<file path="src/cfpr_pkg.sv">
// Shared types, constants and helpers for the complex float product reduction.
// Depends on nothing; every other file refers to it by scoped names.
package cfpr_pkg;

   // Binary64 encodings used by the datapath.
   localparam logic [63:0] FP_ONE     = 64'h3FF0_0000_0000_0000;
   localparam logic [63:0] FP_ZERO    = 64'h0000_0000_0000_0000;
   localparam logic [63:0] FP_QNAN    = 64'h7FF8_0000_0000_0000;
   localparam logic [62:0] FP_INF_MAG = 63'h7FF0_0000_0000_0000;

   // Configuration port shape and register indexes.
   localparam int CSR_IDX_W  = 2;
   localparam int CSR_DATA_W = 32;
   typedef enum logic [CSR_IDX_W-1:0] {
      CSR_COMPLEX_MODE = 2'd0,
      CSR_INCLUDE_NAN  = 2'd1
   } csr_index_type;

   // Operations of the shared floating-point unit.
   typedef enum logic [1:0] {
      FOP_MUL = 2'd0,
      FOP_ADD = 2'd1,
      FOP_SUB = 2'd2
   } fpu_op_type;

   // Element queue between the front and the back.
   localparam int QDEPTH = 2;
   localparam int QPTR_W = 1;
   localparam int QCNT_W = 2;

   // Operation sequence of the back end: four products, then two sums in complex mode; a single product in real mode.
   localparam int          OP_IDX_W     = 3;
   localparam logic [2:0]  OP_LAST_CPLX = 3'd5;
   localparam logic [2:0]  OP_LAST_REAL = 3'd0;
   localparam int          NUM_TEMPS    = 6;

   // One classified element as it waits in the queue.
   typedef struct packed {
      logic [63:0] re;
      logic [63:0] im;
      logic        last;
      logic        skip;
      logic        cmode;
   } elem_type;

   // Queue head as seen by the back end.
   typedef struct packed {
      logic              valid;
      elem_type          elem;
      logic [QCNT_W-1:0] count;
   } queue_status_type;

   // Request and response of the shared floating-point unit.
   typedef struct packed {
      logic        start;
      fpu_op_type  op;
      logic [63:0] a;
      logic [63:0] b;
   } fpu_req_type;

   typedef struct packed {
      logic        busy;
      logic        done;
      logic [63:0] result;
   } fpu_rsp_type;

   // True for any NaN bit pattern, whatever its sign or payload.
   function automatic logic is_nan(input logic [63:0] bits);
      return bits[62:0] > FP_INF_MAG;
   endfunction

endpackage

</file>
<file path="src/cfpr_if.sv">
// Handshake channels of the complex float product reduction.
// Depends on cfpr_pkg for the configuration port widths.
interface cfpr_req_if;
   logic        valid;
   logic        ready;
   logic [63:0] re_value;
   logic [63:0] im_value;
   logic        line_end;
   modport source (output valid, re_value, im_value, line_end, input ready);
   modport sink   (input valid, re_value, im_value, line_end, output ready);
endinterface


interface cfpr_csr_if;
   logic                             valid;
   logic                             ready;
   logic [cfpr_pkg::CSR_IDX_W-1:0]   index;
   logic [cfpr_pkg::CSR_DATA_W-1:0]  data;
   modport source (output valid, index, data, input ready);
   modport sink   (input valid, index, data, output ready);
endinterface

</file>
<file path="src/cfpr_front.sv">
// Front end: configuration registers, NaN classification and the element queue.
// Depends on cfpr_pkg and the channel interfaces in cfpr_if.sv.
module cfpr_front (
   input  logic                       clock,
   input  logic                       reset,
   cfpr_req_if.sink                   req_ch,
   cfpr_csr_if.sink                   csr_ch,
   input  logic                       q_pop,
   output cfpr_pkg::queue_status_type q_st
);

   logic                           cmode_ff, cmode_in;
   logic                           incnan_ff, incnan_in;
   cfpr_pkg::elem_type             q_ff [cfpr_pkg::QDEPTH];
   logic [cfpr_pkg::QPTR_W-1:0]    wr_ptr_ff, wr_ptr_in;
   logic [cfpr_pkg::QPTR_W-1:0]    rd_ptr_ff, rd_ptr_in;
   logic [cfpr_pkg::QCNT_W-1:0]    count_ff, count_in;
   logic                           push;
   cfpr_pkg::elem_type             new_elem;

   // Configuration writes are always taken.
   assign csr_ch.ready = 1'b1;

   always_comb begin
      cmode_in  = cmode_ff;
      incnan_in = incnan_ff;
      if (csr_ch.valid) begin
         case (cfpr_pkg::csr_index_type'(csr_ch.index))
            cfpr_pkg::CSR_COMPLEX_MODE: cmode_in  = csr_ch.data[0];
            cfpr_pkg::CSR_INCLUDE_NAN:  incnan_in = csr_ch.data[0];
            default: ;
         endcase
      end
   end

   // Classify the incoming item: the mode in force and whether it is skipped.
   always_comb begin
      new_elem.re    = req_ch.re_value;
      new_elem.im    = req_ch.im_value;
      new_elem.last  = req_ch.line_end;
      new_elem.cmode = cmode_ff;
      if (cmode_ff) begin
         new_elem.skip = !incnan_ff && (cfpr_pkg::is_nan(req_ch.re_value) ||
                                        cfpr_pkg::is_nan(req_ch.im_value));
      end else begin
         new_elem.skip = !incnan_ff && cfpr_pkg::is_nan(req_ch.re_value);
      end
   end

   // Queue pointers and fill count.
   assign req_ch.ready = (count_ff != cfpr_pkg::QCNT_W'(cfpr_pkg::QDEPTH));
   assign push         = req_ch.valid && req_ch.ready;

   always_comb begin
      wr_ptr_in = wr_ptr_ff;
      rd_ptr_in = rd_ptr_ff;
      count_in  = count_ff;
      if (push) begin
         wr_ptr_in = wr_ptr_ff + 1'b1;
      end
      if (q_pop) begin
         rd_ptr_in = rd_ptr_ff + 1'b1;
      end
      if (push && !q_pop) begin
         count_in = count_ff + 1'b1;
      end else if (!push && q_pop) begin
         count_in = count_ff - 1'b1;
      end
   end

   always_ff @(posedge clock) begin
      if (reset) begin
         cmode_ff  <= 1'b0;
         incnan_ff <= 1'b0;
         wr_ptr_ff <= '0;
         rd_ptr_ff <= '0;
         count_ff  <= '0;
      end else begin
         cmode_ff  <= cmode_in;
         incnan_ff <= incnan_in;
         wr_ptr_ff <= wr_ptr_in;
         rd_ptr_ff <= rd_ptr_in;
         count_ff  <= count_in;
      end
   end

   // Queue storage holds payload only.
   always_ff @(posedge clock) begin
      if (push) begin
         q_ff[wr_ptr_ff] <= new_elem;
      end
   end

   assign q_st.valid = (count_ff != '0);
   assign q_st.elem  = q_ff[rd_ptr_ff];
   assign q_st.count = count_ff;

endmodule

</file>
<file path="src/flat_wrapper.sv">
// flat-port wrapper written by rule: the top's interface ports become plain ports
module cfpr_front_flat 
  (clock, reset, q_pop, q_st, req_ch_valid, req_ch_re_value, req_ch_im_value, req_ch_line_end, req_ch_ready, csr_ch_valid, csr_ch_index, csr_ch_data, csr_ch_ready);
  cfpr_req_if req_ch_i ();
  cfpr_csr_if csr_ch_i ();
  input  logic clock;
  input  logic reset;
  input  logic q_pop;
  output cfpr_pkg::queue_status_type q_st;
  input wire logic [$bits(req_ch_i.valid)-1:0] req_ch_valid;
  input wire logic [$bits(req_ch_i.re_value)-1:0] req_ch_re_value;
  input wire logic [$bits(req_ch_i.im_value)-1:0] req_ch_im_value;
  input wire logic [$bits(req_ch_i.line_end)-1:0] req_ch_line_end;
  output wire logic [$bits(req_ch_i.ready)-1:0] req_ch_ready;
  input wire logic [$bits(csr_ch_i.valid)-1:0] csr_ch_valid;
  input wire logic [$bits(csr_ch_i.index)-1:0] csr_ch_index;
  input wire logic [$bits(csr_ch_i.data)-1:0] csr_ch_data;
  output wire logic [$bits(csr_ch_i.ready)-1:0] csr_ch_ready;
  assign req_ch_i.valid = req_ch_valid;
  assign req_ch_i.re_value = req_ch_re_value;
  assign req_ch_i.im_value = req_ch_im_value;
  assign req_ch_i.line_end = req_ch_line_end;
  assign req_ch_ready = req_ch_i.ready;
  assign csr_ch_i.valid = csr_ch_valid;
  assign csr_ch_i.index = csr_ch_index;
  assign csr_ch_i.data = csr_ch_data;
  assign csr_ch_ready = csr_ch_i.ready;
  cfpr_front u_core (.clock(clock), .reset(reset), .req_ch(req_ch_i), .csr_ch(csr_ch_i), .q_pop(q_pop), .q_st(q_st));
endmodule
</file>
<file path="config.mk">
export PLATFORM = sky130hd
export DESIGN_NAME = cfpr_front_flat
export DESIGN_NICKNAME = d
export VERILOG_FILES = /design/src/cfpr_pkg.sv /design/src/cfpr_if.sv /design/src/cfpr_front.sv /design/src/flat_wrapper.sv
export SDC_FILE = /design/constraint.sdc
export NUM_CORES = 1
export LEC_CHECK = 0
export BUFFER_PORTS_ARGS = -buffer_cell sky130_fd_sc_hd__buf_2
export CAP_MARGIN = 20
export CORE_UTILIZATION = 50
export DETAILED_ROUTE_END_ITERATION = 16
export GPL_TIMING_DRIVEN = 0
export PLACE_DENSITY = 0.83
export SLEW_MARGIN = 20
export SYNTH_ARGS = -nofsm -noshare
export SYNTH_HDL_FRONTEND = slang
export SYNTH_SLANG_ARGS = --single-unit
</file>
<file path="constraint.sdc">
create_clock -name clock -period 10.4 [get_ports clock]
set_input_delay 3.12 -clock clock [delete_from_list [all_inputs] [get_ports clock]]
set_output_delay 3.12 -clock clock [all_outputs]
set_load 0.01 [all_outputs]
</file>
==> impl_metrics.py <==
metrics = {
    "worst_hold_path": {
        "hold_depth": 2,
        "hp-class": "register to register",
    },
    "floorplanning": {
        "die-width_um": 143.7,
        "rows": 51,
        "die_y_um": 143.7,
        "coreArea_um2": 19590,
        "initial_core_util_pct": 51.22,
        "die_area_um2": 20640,
        "io_pins": 304,
    },
    "logic_synthesis": {
        "synth_edf_count": 262,
        "synth_seq_cells": 269,
        "yosys_warnings": 0,
        "synthesis.area_um2": 10030,
        "ys_seq_area_share_pct": 79.80,
        "yosys-top-cells-count": "262 x edfxtp_1, 131 x mux2_2, 28 x nor4_1",
        "synth_cell_types": 28,
        "synth_area_leaders": "edfxtp_1 78%, mux2_2 15%, nor4_1 1.7%",
        "synth_area_per_cell_um2": 20.52,
        "synthArstFlopShare_pct": 0,
        "synth_top_area_share_pct": 78.40,
        "yosysTopAreaCell": "edfxtp_1",
        "yosysMostFrequentCell": "edfxtp_1",
        "synthCells": 489,
        "syn_nets": 658,
        "synth-main-ff-cell": "edfxtp_1",
    },
    "power": {
        "total_power_mw": 2.768,
        "ir_drop_v": 0.0001481,
        "p_per_area_nw_per_um2": 215.3,
        "p_leak_nw": 4.784,
    },
    "timing": {
        "hold_slack_ps": 522.9,
        "slew_headroom_pct": 54.06,
        "setup_viol_count_final": 0,
        "finalSetupTns_ps": 0,
        "hold_viol": 0,
        "fmax_ghz": 0.1875,
        "setup_ws_ps": 5068,
        "fin_worst_skew_ps": 10.03,
        "min_period_ps": 5332,
        "post-route-period-util_pct": 51.27,
        "finalMaxSlewViolations": 0,
        "tightest_slew_ps": 682.9,
        "rsz0062_at_grt": "false",
    },
    "clock_tree": {
        "postCtsSetupRepairBufs": 0,
        "clk_pin_slew_ps": 60,
        "clock-sinks": 269,
        "clockBufferDepth": 3,
        "h-tree-depth": 1,
        "ctsResizeCount": 0,
        "hold_buffers": 0,
        "cts-root-buf": "clkbuf_16",
        "numCtsBuffers": 28,
        "cts_tree": "done",
        "clk_latency_ps": 530,
    },
    "placement": {
        "dp_cells": 1033,
        "gp_congestion": 0.8064,
        "io_buffer_count": 271,
        "post_dp_cell_area_um2": 11940,
        "dp_hpwl_um": 15000,
        "place_ws_ps": 5396,
    },
    "drt": {
        "num_vias": 5699,
        "ant_nets": 0,
        "dr.pass1.iters": 6,
        "routed_wl_um": 21320,
        "vias_per_cell": 5.248,
        "drc": 0,
        "wire_per_inst_um": 19.63,
        "drt_iter0_drc": 228,
    },
    "final_layout": {
        "finalCoreUtilization_pct": 65.64,
        "fillerInstances": 1357,
        "fin_nets": 967,
        "drive_gt1_share_pct": 57.07,
        "stdcell_area_um2": 12860,
        "synthToLayoutAreaGrowth_pct": 28.14,
        "fin_cells": 1086,
    },
    "grt": {
        "grt_pass1_wl_um": 30960,
        "grt_usage_pct": 20.17,
        "antenna_found_initial": 1,
        "grt_remaining_overflow": 0,
        "grt_pass1_vias": 5769,
        "grt_max_degree": 51,
    },
    "setup_path": {
        "worst-setup-path-type": "register to primary output",
        "reg2reg_setup_slack_ps": 8220,
        "start_kind": "register",
        "cp.required_ps": 7280,
        "cp.arrival_ps": 2210,
        "worst-path-max-fanout": 10,
        "crit_path_end_kind": "primary output",
        "reg2reg_depth": 6,
    },
    "status": {
        "outcome": "finished, final reports clean",
    },
    "run": {
        "maxCapViolCount": 0,
    },
}
==> path summary, 6_finish.rpt <==
check | start | to
worst max-delay path | register | q_st[73]
worst min-delay path | u_core.count_ff[1] | u_core.count_ff[1]
worst max register to register | u_core.count_ff[0] | u_core.q_ff[0][15]
worst min register to register | u_core.count_ff[1] | u_core.count_ff[1]
==> sequential cells by signal, summed over array words and instances, names as in the netlist, named ones only <==
| register | cells |
|---|---|
| u_core.wr_ptr_ff | 1 |
| u_core.cmode_ff | 1 |
| u_core.incnan_ff | 1 |
| u_core.count_ff | 2 |
| u_core.q_ff | 262 |
| u_core.rd_ptr_ff | 1 |
==> logic make-up after synthesis <==
group / share of synthesized area, %
xor gates and xnor gates: 0.3492
DFF: 79.80
and+or+nand+nor: 3.517
buffers and inverters: 1.110
adders and majority gates: 0.1247
muxes: 14.90
AOI/OAI and AO/OA: 0.1620
other: 0.03737
==> final cells by class <==
class / count / area [µm²] / share of cell area, %
Sequential cell: 269 / 8008 / 62.27
Multi-Input combinational cell: 202 / 1928 / 14.99
Timing Repair Buffer: 279 / 1562 / 12.14
Clock buffer: 35 / 748.2 / 5.819
Tap cell: 265 / 331.6 / 2.579
Clock inverter: 17 / 167.7 / 1.304
Buffer: 16 / 103.9 / 0.8076
Inverter: 2 / 7.507 / 0.05838
Antenna cell: 1 / 2.502 / 0.01946
==> placed cells by master (no fill, tap or decap), types with 2 or more instances in the layout <==
cell	synthesis	final
buf_2	5	276
edfxtp_1	262	262
mux2_2	131	131
clkbuf_16	0	29
nor4_1	28	28
buf_4	10	10
clkbuf_1	1	7
dfxtp_1	7	7
nor2_1	7	6
clkinv_1	0	6
buf_16	0	6
nand2_1	5	5
nand4_1	5	5
nand3_1	4	4
clkinv_2	0	4
nand4b_1	3	3
xor2_1	3	3
bufinv_16	0	3
inv_1	2	2
or4_1	2	2
mux2i_1	2	2
clkinvlp_4	0	2
buf_12	0	2
==> critical path, cell delays in order (launching register included) <==
cell      delay, ps
dfxtp_1         300
clkbuf_1        240
buf_2           360
buf_4           280
mux2_2          360
buf_2           150
==> power by group <==
group	leakage [nW]	total, mW	switching (mW)	internal (mW)
Sequential	2.50	1.36	0.0285	1.33
Clock	0.443	0.979	0.393	0.585
Combinational	1.84	0.427	0.236	0.191
==> per-layer routing <==
| layer | vias to the layer above | routed length (µm) | track usage (%) |
|---|---|---|---|
| li1 | 2611 | - | - |
| met1 | 2826 | 8296 | 23.61 |
| met2 | 217 | 11040 | 36.46 |
| met3 | 45 | 1324 | 4.099 |
| met4 | 0 | 657 | 7.559 |
| met5 | - | 0 | 0 |
No activity file was read; power rests on OpenSTA's default activity.
